### src/hdl/kabf_pkg.sv
// ---------------------------------------------------------------------------
// kabf_pkg: shared types and constants of the angle/bias Kalman filter
// Register indexes, fixed-point constants, the unit control struct and sat34.
// ---------------------------------------------------------------------------
package kabf_pkg;

   localparam int RegWidth  = 29;
   localparam int DataWidth = 32;
   localparam int QBits     = 28;

   typedef enum logic [1:0] {
      REG_TIME_STEP     = 2'd0,
      REG_ANGLE_NOISE   = 2'd1,
      REG_BIAS_NOISE    = 2'd2,
      REG_MEASURE_NOISE = 2'd3
   } reg_index_type;

   localparam logic [31:0] OneQ28     = 32'h1000_0000;
   localparam logic [31:0] SatMax     = 32'h7FFF_FFFF;
   localparam logic [31:0] SatMin     = 32'h8000_0000;
   localparam logic [28:0] TimeStepRst = 29'd1342177;
   localparam logic [28:0] AngleNzRst  = 29'd268435;
   localparam logic [28:0] BiasNzRst   = 29'd805306;
   localparam logic [28:0] MeasNzRst   = 29'd8053064;

   // Start/busy flags between the sequencer and a serial unit.
   typedef struct packed {
      logic start;
      logic busy;
   } unit_ctrl_type;

   // Saturate a 34-bit exact sum to signed 32 bits.
   function automatic logic [31:0] sat34(input logic signed [33:0] v);
      logic [31:0] r;
      if (v > 34'sh0_7FFF_FFFF) r = SatMax;
      else if (v < -34'sh0_8000_0000) r = SatMin;
      else r = v[31:0];
      return r;
   endfunction

endpackage

### src/hdl/kabf_if.sv
// ---------------------------------------------------------------------------
// kabf_stream_if: valid/ready channel carrying two 32-bit words
// One beat moves when valid and ready are both high.
// ---------------------------------------------------------------------------
interface kabf_stream_if;
   logic        valid;
   logic        ready;
   logic [31:0] word0;
   logic [31:0] word1;
   modport source (output valid, output word0, output word1, input ready);
   modport sink   (input valid, input word0, input word1, output ready);
endinterface

### src/hdl/kabf_mul.sv
// ---------------------------------------------------------------------------
// kabf_mul: bit-serial signed multiplier with Q28 round and saturation
// Shift-and-add over the 32 multiplier bits, then round to nearest and clamp to 32 bits.
// ---------------------------------------------------------------------------
module kabf_mul (
   input  logic        clock,
   input  logic        reset,
   input  logic        start,
   input  logic [31:0] op_a,
   input  logic [31:0] op_b,
   output logic        done,
   output logic [31:0] result
);
   import kabf_pkg::*;

   logic [63:0] acc_ff, acc_in;
   logic [63:0] mcand_ff, mcand_in;
   logic [31:0] mplier_ff, mplier_in;
   logic [5:0]  count_ff, count_in;
   logic        busy_ff, busy_in;
   logic        done_ff, done_in;
   logic [31:0] result_ff, result_in;
   logic [63:0] rounded;
   logic signed [63:0] shifted;

   always_comb begin
      acc_in    = acc_ff;
      mcand_in  = mcand_ff;
      mplier_in = mplier_ff;
      count_in  = count_ff;
      busy_in   = busy_ff;
      done_in   = 1'b0;
      result_in = result_ff;
      rounded   = acc_ff + 64'h0000_0000_0800_0000;
      shifted   = $signed(rounded) >>> QBits;
      if (start) begin
         acc_in    = '0;
         mcand_in  = {{32{op_a[31]}}, op_a};
         mplier_in = op_b;
         count_in  = '0;
         busy_in   = 1'b1;
      end else if (busy_ff) begin
         if (count_ff == 6'd32) begin
            busy_in = 1'b0;
            done_in = 1'b1;
            if (shifted > 64'sh7FFF_FFFF) result_in = SatMax;
            else if (shifted < -64'sh8000_0000) result_in = SatMin;
            else result_in = shifted[31:0];
         end else begin
            // The top multiplier bit carries negative weight.
            if (mplier_ff[0]) begin
               if (count_ff == 6'd31) acc_in = acc_ff - mcand_ff;
               else acc_in = acc_ff + mcand_ff;
            end
            mcand_in  = {mcand_ff[62:0], 1'b0};
            mplier_in = {1'b0, mplier_ff[31:1]};
            count_in  = count_ff + 6'd1;
         end
      end
   end

   always_ff @(posedge clock) begin
      if (reset) begin
         busy_ff <= 1'b0;
         done_ff <= 1'b0;
      end else begin
         busy_ff <= busy_in;
         done_ff <= done_in;
      end
      acc_ff    <= acc_in;
      mcand_ff  <= mcand_in;
      mplier_ff <= mplier_in;
      count_ff  <= count_in;
      result_ff <= result_in;
   end

   assign done   = done_ff;
   assign result = result_ff;

   a_done_pulse: assert property (@(posedge clock) disable iff (reset)
      done_ff |=> !done_ff) else $error("multiplier done held");
   a_done_after_busy: assert property (@(posedge clock) disable iff (reset)
      done_ff |-> $past(busy_ff)) else $error("done without busy");
   a_count_range: assert property (@(posedge clock) disable iff (reset)
      busy_ff |-> count_ff <= 6'd32) else $error("count overrun");
endmodule

### src/hdl/kabf_div.sv
// ---------------------------------------------------------------------------
// kabf_div: restoring divider, (num * 2^28) / den, truncated and saturated
// One quotient bit per cycle over the 60 dividend bits on magnitudes, sign applied last.
// ---------------------------------------------------------------------------
module kabf_div (
   input  logic        clock,
   input  logic        reset,
   input  logic        start,
   input  logic [31:0] num,
   input  logic [31:0] den,
   output logic        done,
   output logic [31:0] result
);
   import kabf_pkg::*;

   logic [59:0] dividend_ff, dividend_in;
   logic [32:0] rem_ff, rem_in;
   logic [59:0] quot_ff, quot_in;
   logic [31:0] dmag_ff, dmag_in;
   logic        neg_ff, neg_in;
   logic        zden_ff, zden_in;
   logic        nsign_ff, nsign_in;
   logic        nzero_ff, nzero_in;
   logic [5:0]  count_ff, count_in;
   logic        busy_ff, busy_in;
   logic        done_ff, done_in;
   logic [31:0] result_ff, result_in;
   logic [33:0] trial;
   logic [31:0] nmag;

   always_comb begin
      dividend_in = dividend_ff;
      rem_in      = rem_ff;
      quot_in     = quot_ff;
      dmag_in     = dmag_ff;
      neg_in      = neg_ff;
      zden_in     = zden_ff;
      nsign_in    = nsign_ff;
      nzero_in    = nzero_ff;
      count_in    = count_ff;
      busy_in     = busy_ff;
      done_in     = 1'b0;
      result_in   = result_ff;
      nmag        = num[31] ? (~num + 32'd1) : num;
      trial       = {rem_ff, dividend_ff[59]} - {2'b00, dmag_ff};
      if (start) begin
         dividend_in = {nmag, 28'd0};
         rem_in      = '0;
         quot_in     = '0;
         dmag_in     = den[31] ? (~den + 32'd1) : den;
         neg_in      = num[31] ^ den[31];
         zden_in     = (den == '0);
         nsign_in    = num[31];
         nzero_in    = (num == '0);
         count_in    = '0;
         busy_in     = 1'b1;
      end else if (busy_ff) begin
         if (count_ff == 6'd60) begin
            busy_in = 1'b0;
            done_in = 1'b1;
            if (zden_ff) begin
               if (nzero_ff) result_in = '0;
               else if (nsign_ff) result_in = SatMin;
               else result_in = SatMax;
            end else if (neg_ff) begin
               if (quot_ff > 60'h0_0000_0000_8000_0000) result_in = SatMin;
               else result_in = ~quot_ff[31:0] + 32'd1;
            end else begin
               if (quot_ff > 60'h0_0000_0000_7FFF_FFFF) result_in = SatMax;
               else result_in = quot_ff[31:0];
            end
         end else begin
            if (!trial[33]) begin
               rem_in  = trial[32:0];
               quot_in = {quot_ff[58:0], 1'b1};
            end else begin
               rem_in  = {rem_ff[31:0], dividend_ff[59]};
               quot_in = {quot_ff[58:0], 1'b0};
            end
            dividend_in = {dividend_ff[58:0], 1'b0};
            count_in    = count_ff + 6'd1;
         end
      end
   end

   always_ff @(posedge clock) begin
      if (reset) begin
         busy_ff <= 1'b0;
         done_ff <= 1'b0;
      end else begin
         busy_ff <= busy_in;
         done_ff <= done_in;
      end
      dividend_ff <= dividend_in;
      rem_ff      <= rem_in;
      quot_ff     <= quot_in;
      dmag_ff     <= dmag_in;
      neg_ff      <= neg_in;
      zden_ff     <= zden_in;
      nsign_ff    <= nsign_in;
      nzero_ff    <= nzero_in;
      count_ff    <= count_in;
      result_ff   <= result_in;
   end

   assign done   = done_ff;
   assign result = result_ff;

   a_done_pulse: assert property (@(posedge clock) disable iff (reset)
      done_ff |=> !done_ff) else $error("divider done held");
   a_rem_bound: assert property (@(posedge clock) disable iff (reset)
      (busy_ff && !zden_ff && count_ff != 6'd0) |-> rem_ff < {1'b0, dmag_ff})
      else $error("remainder out of range");
   a_done_after_busy: assert property (@(posedge clock) disable iff (reset)
      done_ff |-> $past(busy_ff)) else $error("done without busy");
endmodule

### src/hdl/kalman_angle_bias_filter_core.sv
// ---------------------------------------------------------------------------
// kalman_angle_bias_filter_core: one-axis angle and gyro bias Kalman filter
// Sequencer around one serial multiplier and one serial divider.
// ---------------------------------------------------------------------------
// Usage: a beat on req carries measured_angle (word0) and turn_rate (word1),
// both signed Q4.28. For each beat one beat leaves on rsp with
// filtered_angle (word0) and rate_bias (word1). req_ready is high only while
// the sequencer is idle, so one sample is processed at a time.
// Sequence: 10 multiplications and 2 divisions run one after another on the
// shared units, between the register steps RATE, ANG1, INNER, COV2 and OUT.
// The multiplier (one bit a cycle) and divider (one quotient bit a cycle) set
// the pace; a new sample is accepted only once the sequencer is back in idle.
// Reset is synchronous: the estimates return to zero, the diagonal
// covariances to 1.0 and the registers to their defaults.
// When the receiver stalls the result waits in the output register while the
// next sample is accepted and processed; that result then waits in the
// sequencer until the register is free, and req_ready stays low meanwhile.
// csr registers may be written only while the block is idle.
// ---------------------------------------------------------------------------
module kalman_angle_bias_filter_core (
   input  logic                clock,
   input  logic                reset,
   kabf_stream_if.sink         req,
   kabf_stream_if.source       rsp,
   input  logic                csr_write,
   input  logic [1:0]          csr_index,
   input  logic [28:0]         csr_data
);
   import kabf_pkg::*;

   typedef enum logic [4:0] {
      S_IDLE, S_RATE, S_M_DTRATE, S_ANG1, S_M_DTP11, S_INNER, S_M_DTINNER,
      S_COV1, S_M_QB, S_COV2, S_D_K0, S_D_K1, S_Y,
      S_M_K0Y, S_M_K1Y, S_M_K0A, S_M_K0B, S_M_K1A, S_M_K1B, S_OUT
   } state_type;

   state_type   state_ff;
   logic        launched_ff;
   logic [28:0] dt_ff, qa_ff, qb_ff, rn_ff;
   logic [31:0] ang_ff, bias_ff, p00_ff, p01_ff, p10_ff, p11_ff;
   logic [31:0] meas_ff, gyro_ff, t0_ff, t1_ff, k0_ff, k1_ff, y_ff;
   logic [31:0] a_ff, b_ff;
   logic        out_valid_ff;
   logic [31:0] out_ang_ff, out_bias_ff;
   logic        out_load;

   unit_ctrl_type mul_ctrl, div_ctrl;
   logic [31:0] mul_a, mul_b, div_n, div_d;
   logic        mul_done, div_done;
   logic [31:0] mul_res, div_res;

   kabf_mul u_mul (.clock, .reset, .start(mul_ctrl.start), .op_a(mul_a),
      .op_b(mul_b), .done(mul_done), .result(mul_res));
   kabf_div u_div (.clock, .reset, .start(div_ctrl.start), .num(div_n),
      .den(div_d), .done(div_done), .result(div_res));

   function automatic logic [33:0] sx(input logic [31:0] v);
      return {{2{v[31]}}, v};
   endfunction

   function automatic logic [33:0] zx(input logic [28:0] v);
      return {5'd0, v};
   endfunction

   logic is_mul, is_div;
   assign is_mul = (state_ff == S_M_DTRATE) || (state_ff == S_M_DTP11) ||
      (state_ff == S_M_DTINNER) || (state_ff == S_M_QB) ||
      (state_ff == S_M_K0Y) || (state_ff == S_M_K1Y) || (state_ff == S_M_K0A) ||
      (state_ff == S_M_K0B) || (state_ff == S_M_K1A) || (state_ff == S_M_K1B);
   assign is_div = (state_ff == S_D_K0) || (state_ff == S_D_K1);

   assign mul_ctrl.start = is_mul && !launched_ff;
   assign mul_ctrl.busy  = is_mul && launched_ff;
   assign div_ctrl.start = is_div && !launched_ff;
   assign div_ctrl.busy  = is_div && launched_ff;

   always_comb begin
      mul_a = {3'd0, dt_ff};
      mul_b = t0_ff;
      unique case (state_ff)
         S_M_DTP11:   mul_b = p11_ff;
         S_M_DTINNER: mul_b = t1_ff;
         S_M_QB:      mul_b = {3'd0, qb_ff};
         S_M_K0Y:     begin mul_a = k0_ff; mul_b = y_ff; end
         S_M_K1Y:     begin mul_a = k1_ff; mul_b = y_ff; end
         S_M_K0A:     begin mul_a = k0_ff; mul_b = a_ff; end
         S_M_K0B:     begin mul_a = k0_ff; mul_b = b_ff; end
         S_M_K1A:     begin mul_a = k1_ff; mul_b = a_ff; end
         S_M_K1B:     begin mul_a = k1_ff; mul_b = b_ff; end
         default:     mul_b = t0_ff;
      endcase
      div_n = (state_ff == S_D_K1) ? p10_ff : p00_ff;
      div_d = t1_ff;
   end

   assign req.ready = (state_ff == S_IDLE);

   // The finished result moves out when the output register is empty or
   // its beat leaves in the same cycle.
   assign out_load = (state_ff == S_OUT) && (!out_valid_ff || rsp.ready);

   always_ff @(posedge clock) begin
      if (reset) begin
         state_ff     <= S_IDLE;
         launched_ff  <= 1'b0;
         out_valid_ff <= 1'b0;
         dt_ff <= TimeStepRst; qa_ff <= AngleNzRst;
         qb_ff <= BiasNzRst;   rn_ff <= MeasNzRst;
         ang_ff <= '0; bias_ff <= '0;
         p00_ff <= OneQ28; p01_ff <= '0; p10_ff <= '0; p11_ff <= OneQ28;
      end else begin
         if (csr_write) begin
            unique case (reg_index_type'(csr_index))
               REG_TIME_STEP:     dt_ff <= csr_data;
               REG_ANGLE_NOISE:   qa_ff <= csr_data;
               REG_BIAS_NOISE:    qb_ff <= csr_data;
               REG_MEASURE_NOISE: rn_ff <= csr_data;
            endcase
         end
         if (out_load) out_valid_ff <= 1'b1;
         else if (rsp.ready) out_valid_ff <= 1'b0;
         if (is_mul || is_div) launched_ff <= !(mul_done || div_done);
         unique case (state_ff)
            S_IDLE: if (req.valid && req.ready) begin
               meas_ff  <= req.word0;
               gyro_ff  <= req.word1;
               state_ff <= S_RATE;
            end
            S_RATE: begin
               t0_ff    <= sat34(sx(gyro_ff) - sx(bias_ff));
               state_ff <= S_M_DTRATE;
            end
            S_M_DTRATE: if (mul_done) begin
               t0_ff <= mul_res; state_ff <= S_ANG1;
            end
            S_ANG1: begin
               ang_ff   <= sat34(sx(ang_ff) + sx(t0_ff));
               state_ff <= S_M_DTP11;
            end
            S_M_DTP11: if (mul_done) begin
               t0_ff <= mul_res; state_ff <= S_INNER;
            end
            S_INNER: begin
               t1_ff <= sat34(sx(t0_ff) - sx(p01_ff) - sx(p10_ff) + zx(qa_ff));
               p01_ff <= sat34(sx(p01_ff) - sx(t0_ff));
               p10_ff <= sat34(sx(p10_ff) - sx(t0_ff));
               state_ff <= S_M_DTINNER;
            end
            S_M_DTINNER: if (mul_done) begin
               p00_ff <= sat34(sx(p00_ff) + sx(mul_res)); state_ff <= S_M_QB;
            end
            S_M_QB: if (mul_done) begin
               p11_ff <= sat34(sx(p11_ff) + sx(mul_res)); state_ff <= S_COV2;
            end
            S_COV2: begin
               t1_ff    <= sat34(sx(p00_ff) + zx(rn_ff));
               a_ff     <= p00_ff;
               b_ff     <= p01_ff;
               y_ff     <= sat34(sx(meas_ff) - sx(ang_ff));
               state_ff <= S_D_K0;
            end
            S_D_K0: if (div_done) begin
               k0_ff <= div_res; state_ff <= S_D_K1;
            end
            S_D_K1: if (div_done) begin
               k1_ff <= div_res; state_ff <= S_M_K0Y;
            end
            S_M_K0Y: if (mul_done) begin
               ang_ff <= sat34(sx(ang_ff) + sx(mul_res)); state_ff <= S_M_K1Y;
            end
            S_M_K1Y: if (mul_done) begin
               bias_ff <= sat34(sx(bias_ff) + sx(mul_res)); state_ff <= S_M_K0A;
            end
            S_M_K0A: if (mul_done) begin
               p00_ff <= sat34(sx(a_ff) - sx(mul_res)); state_ff <= S_M_K0B;
            end
            S_M_K0B: if (mul_done) begin
               p01_ff <= sat34(sx(b_ff) - sx(mul_res)); state_ff <= S_M_K1A;
            end
            S_M_K1A: if (mul_done) begin
               p10_ff <= sat34(sx(p10_ff) - sx(mul_res)); state_ff <= S_M_K1B;
            end
            S_M_K1B: if (mul_done) begin
               p11_ff <= sat34(sx(p11_ff) - sx(mul_res)); state_ff <= S_OUT;
            end
            S_OUT: if (out_load) begin
               out_ang_ff   <= ang_ff;
               out_bias_ff  <= bias_ff;
               state_ff     <= S_IDLE;
            end
            default: state_ff <= S_IDLE;
         endcase
      end
   end

   assign rsp.valid = out_valid_ff;
   assign rsp.word0 = out_ang_ff;
   assign rsp.word1 = out_bias_ff;

   a_one_unit: assert property (@(posedge clock) disable iff (reset)
      !(mul_ctrl.start && div_ctrl.start)) else $error("two units started");
   a_no_accept_busy: assert property (@(posedge clock) disable iff (reset)
      (state_ff != S_IDLE) |-> !req.ready) else $error("accept while busy");
   a_out_from_seq: assert property (@(posedge clock) disable iff (reset)
      $rose(out_valid_ff) |-> $past(state_ff) == S_OUT)
      else $error("result without sequence");
   a_done_expected: assert property (@(posedge clock) disable iff (reset)
      mul_done |-> is_mul) else $error("stray multiplier result");
endmodule

### src/flat_wrapper.sv
// flat-port wrapper written by rule: the top's interface ports become plain ports
module kalman_angle_bias_filter_core_flat import kabf_pkg::*;
  (clock, reset, csr_write, csr_index, csr_data, req_valid, req_word0, req_word1, req_ready, rsp_valid, rsp_word0, rsp_word1, rsp_ready);
  kabf_stream_if req_i ();
  kabf_stream_if rsp_i ();
  input  logic clock;
  input  logic reset;
  input  logic csr_write;
  input  logic [1:0] csr_index;
  input  logic [28:0] csr_data;
  input wire logic [$bits(req_i.valid)-1:0] req_valid;
  input wire logic [$bits(req_i.word0)-1:0] req_word0;
  input wire logic [$bits(req_i.word1)-1:0] req_word1;
  output wire logic [$bits(req_i.ready)-1:0] req_ready;
  output wire logic [$bits(rsp_i.valid)-1:0] rsp_valid;
  output wire logic [$bits(rsp_i.word0)-1:0] rsp_word0;
  output wire logic [$bits(rsp_i.word1)-1:0] rsp_word1;
  input wire logic [$bits(rsp_i.ready)-1:0] rsp_ready;
  assign req_i.valid = req_valid;
  assign req_i.word0 = req_word0;
  assign req_i.word1 = req_word1;
  assign req_ready = req_i.ready;
  assign rsp_valid = rsp_i.valid;
  assign rsp_word0 = rsp_i.word0;
  assign rsp_word1 = rsp_i.word1;
  assign rsp_i.ready = rsp_ready;
  kalman_angle_bias_filter_core u_core (.clock(clock), .reset(reset), .req(req_i), .rsp(rsp_i), .csr_write(csr_write), .csr_index(csr_index), .csr_data(csr_data));
endmodule
### config.mk
export PLATFORM = sky130hd
export DESIGN_NAME = kalman_angle_bias_filter_core_flat
export DESIGN_NICKNAME = d
export VERILOG_FILES = /design/src/hdl/kabf_pkg.sv /design/src/hdl/kabf_if.sv /design/src/hdl/kabf_mul.sv /design/src/hdl/kabf_div.sv /design/src/hdl/kalman_angle_bias_filter_core.sv /design/src/flat_wrapper.sv
export SDC_FILE = /design/constraint.sdc
export NUM_CORES = 2
export LEC_CHECK = 0
export BUFFER_PORTS_ARGS = -buffer_cell sky130_fd_sc_hd__buf_2
export CAP_MARGIN = 20
export CORE_MARGIN = 10
export CORE_UTILIZATION = 40
export CTS_CLUSTER_SIZE = 20
export DETAILED_ROUTE_END_ITERATION = 8
export SYNTH_ARGS = -nofsm -noshare
export SYNTH_HDL_FRONTEND = slang
export SYNTH_SLANG_ARGS = --single-unit
### constraint.sdc
create_clock -name clock -period 6.9 [get_ports clock]
set_input_delay 1.035 -clock clock [delete_from_list [all_inputs] [get_ports clock]]
set_output_delay 1.035 -clock clock [all_outputs]
set_load 0.03 [all_outputs]
==> results.txt <==
The tools report the number of buffers created by CTS as 132. edfxtp_1 takes more of the synthesized area than any other cell. Summed over all cells, the static leakage comes to 34.3 nW. For the data arrival time at the worst-slack endpoint, the log shows 6710 ps. The cell sitting at the root of the clock tree is a clkbuf_16.

The critical path endpoint category is a flip-flop. The logs give 69.5k for the total via count in the routed design and 0 for the number of warnings issued by yosys. The worst-skew pair later-pin latency is 880 ps. The critical path is of the reg2reg type. The most used flip-flop cell after synthesis is edfxtp_1. In the final routed layout, each cell accounts on average for 26.2 µm. Once detail routing completed, the nets flagged for antenna violations numbered 0. The core outline area is 190000 µm², and the average via count per standard cell is 6.08. In the synthesized netlist the async set-or-reset flop fraction comes to 0%. TritonCTS built the clock tree.

The share of the Yosys chip area taken by registers is 35.7%. Yosys mapped a number of flops with a built-in enable equal to 580. The type of origin of the critical path is a flip-flop. After clock tree synthesis, the clock-pin slew on the worst setup and hold paths is 60 ps. The tools report the fmax as 0.168 GHz.

The logs give 30.1% for the headroom to the max-slew limit and 0 for the total count of hold-check failures in the final report. In this run the cell area of the synthesized design comes to 76200 µm². The post-route netlist has 7.89% of its cells at a drive strength greater than 1. The run gives 208000 µm² as the area of the die. The peak supply drop was 0.000259 V. The residual DRC count was 1; the average size of a mapped cell was 8.70 µm².

The share of the synthesized area in the top cell type came out at 22.9%. For the number of standard-cell rows in the floorplan, the log shows 160. Counting flops and latches in the post-synthesis netlist gives 1068. The wire-length estimate of the detail-placed layout is 231000 µm. In the post-synthesis netlist, the cell with the most instances is nand2_1. Setup repair after global routing left no endpoint under its margin. The first global-routing pass estimated 435000 µm of wire. The tools report the count of final max-slew check failures as 0. Of all nets on the critical path, the largest fanout is 8. The number of hold buffers added after CTS was 0. The final period utilization is 86.3%, and the total of cells resized after clock tree synthesis is 0. In this run, placement finished with an instance count of 11.2k. The floorplan step set the die height to 456 µm. Entering global routing, the biggest net connects 89 pins. The critical path required time came out at 7660 ps. The number of global-route vias before repair was 64.4k.

After global routing the overflow that remains totals 0. At the pin with the least slew margin, the transition time is 1040 ps. For the initial antenna violation count, the log shows 23. The checks that failed: design-rule violations.

In the synthesized netlist, the cells that appear most often are 1019 x nand2_1, 991 x a21oi_1, 642 x o21ai_0, 587 x ha_1, 580 x edfxtp_1. The overall routing resource usage came out at 27.4%. Adding up every negative setup slack in the final design gives 0 ps. The number of ports placed on the die boundary is 166. The H-tree was split into 4 levels. The path class of the tightest hold or removal check is in2reg.

The number of endpoints failing setup at the final stage came out at 0. The net total in the final layout is 9562. The shortest period the worst path allows works out to 5950 ps. Ranked by total cell area, the synthesized netlist is headed by edfxtp_1 23%, dfxtp_1 13%, ha_1 9.6%, a21oi_1 6.5%, nand2_1 5.0%. No sink is reached through more buffers than the 3 on the longest clock path. The tool flagged a number of max-cap violations equal to 0. Worst hold slack: 360 ps. The die outline width works out to 456 µm. The detailed router finished its first iteration with 7801 violations. At the end of routability-driven placement, the weighted congestion stood at 1.00. The port buffer count works out to 165. Synthesis produced 8752 cells.

Wires add up to 300000 µm. On the final layout, the worst clock skew is 75.0 ps. The tools report the number of library cell types mapped by synthesis as 110. For the synthesized netlist net count, the log shows 9516. The flow ran to the end, but the final reports show violations.

The number of clock sinks seen by CTS is 1068, and the final cell count without fillers is 11.4k. Post-CTS timing repair inserted 0 buffers for setup. The initial utilization of the core area, before any placement, comes to 40.1%. For this design the ratio of total power to cell area is 305 nW/µm².

The first-pass iteration count of the detailed router is 9, and the area added between synthesis and finish is 11.2%.
[registers in the layout, indices dropped and copies added (netlist names), 33 cells and up]
signal	cells
u_core.u_mul.acc_ff	64
u_core.u_div.quot_ff	60
u_core.u_mul.mcand_ff	64
u_core.u_div.rem_ff	33
[metal layers]
layer	vias to the layer above	global-route usage [%]	routed length, µm
met5	-	0	47
met4	8	14.0	17500
met3	638	5.84	26700
met2	3026	40.7	126000
met1	33649	37.4	129000
li1	32130	-	-
[power breakdown]
part	switching [mW]	internal, mW	total, mW
sequential	0.820	7.92	8.74
combinational	6.12	3.51	9.63
clock	3.18	4.28	7.46
total	10.1	15.7	25.8
[final timing paths]
| check | from | endpoint | slack, ps | cells after the start |
|---|---|---|---|---|
| max | u_core.u_mul.mcand_ff[4] | u_core.u_mul.acc_ff[63] | 950 | 20 |
| min | req_word1[21] | u_core.gyro_ff[21] | 360 | 1 |
| max reg2reg | u_core.u_mul.mcand_ff[4] | u_core.u_mul.acc_ff[63] | 950 | 20 |
| min reg2reg | u_core.u_div.result[16] | u_core.k0_ff[16] | 440 | 0 |
[final cells by class]
cell class / instances / area, µm²
inverters: 450 / 1690
multi-input cells: 6811 / 45900
diodes: 11 / 27.5
fillers: 18556 / 105000
clock buffers: 171 / 3660
flip-flops and latches: 1068 / 27200
clock inverters: 75 / 965
well taps: 2511 / 3140
repair buffers: 335 / 2170
[worst max-delay path, stage by stage (launching register included)]
cell and delay (ps):
edfxtp_1 440, or3_1 410, or3_1 400, or4_1 600, nor2_1 350, nand2_1 110, o21ai_0 200, xor2_1 190
ha_1 340, a21o_1 250, or3_1 310, o21ai_1 280, o31ai_1 110, a31o_2 250, o21ai_1 260, o21ba_2 210
a21oi_1 160, a221oi_1 360, xnor2_1 140, or3_1 320, a21oi_1 140
[stage by stage]
step | util [%] | area [µm²] | total power [mW] | setup WS [ps]
final | 44.6 | 84700 | 25.8 | 947
after global routing | 44.6 | 84700 | 27.2 | 557
after detailed placement | 42.1 | 80000 | 18.3 | 1010
after floorplan | - | 76200 | 15.5 | 515
after global placement | 42.1 | 80000 | 18.2 | 1090
after CTS | 44.6 | 84600 | 25.8 | 931
[placed cells by master, fill, tap and decap left out, drive strengths merged, types with 69 or more instances in the layout]
cell type  synthesis  final
nand2b            87     87
a22oi             69     69
a31oi            106    106
o31ai             90     90
buf               65    335
edfxtp           580    580
nand2           1019   1019
nand4             70     70
nor2b            102    102
a32o              77     77
dfxtp            488    488
a211oi            87     87
ha               587    587
a21oi            995    995
xor2             238    238
inv              450    460
o21ai            668    668
nor2             528    528
clkbuf           358    171
o21bai           101    101
xnor2            415    415
a21o             324    324
o21a              84     84
nand3            138    138
nor3             129    129
fa                77     77
[kinds of logic (layout without fill, tap and decap cells)]
group / after synthesis / after routing / synth area share [%]
other cells: 0 / 11 / 0
simple gates: 2425 / 2425 / 14.7
buf+inv: 873 / 1031 / 4.41
mux: 54 / 54 / 0.716
compound gates: 3003 / 3003 / 25.1
xor+xnor: 653 / 653 / 7.52
fa+ha+maj: 676 / 676 / 11.8
flops: 1068 / 1068 / 35.7
Note: power is estimated with default switching activity, not from simulation.
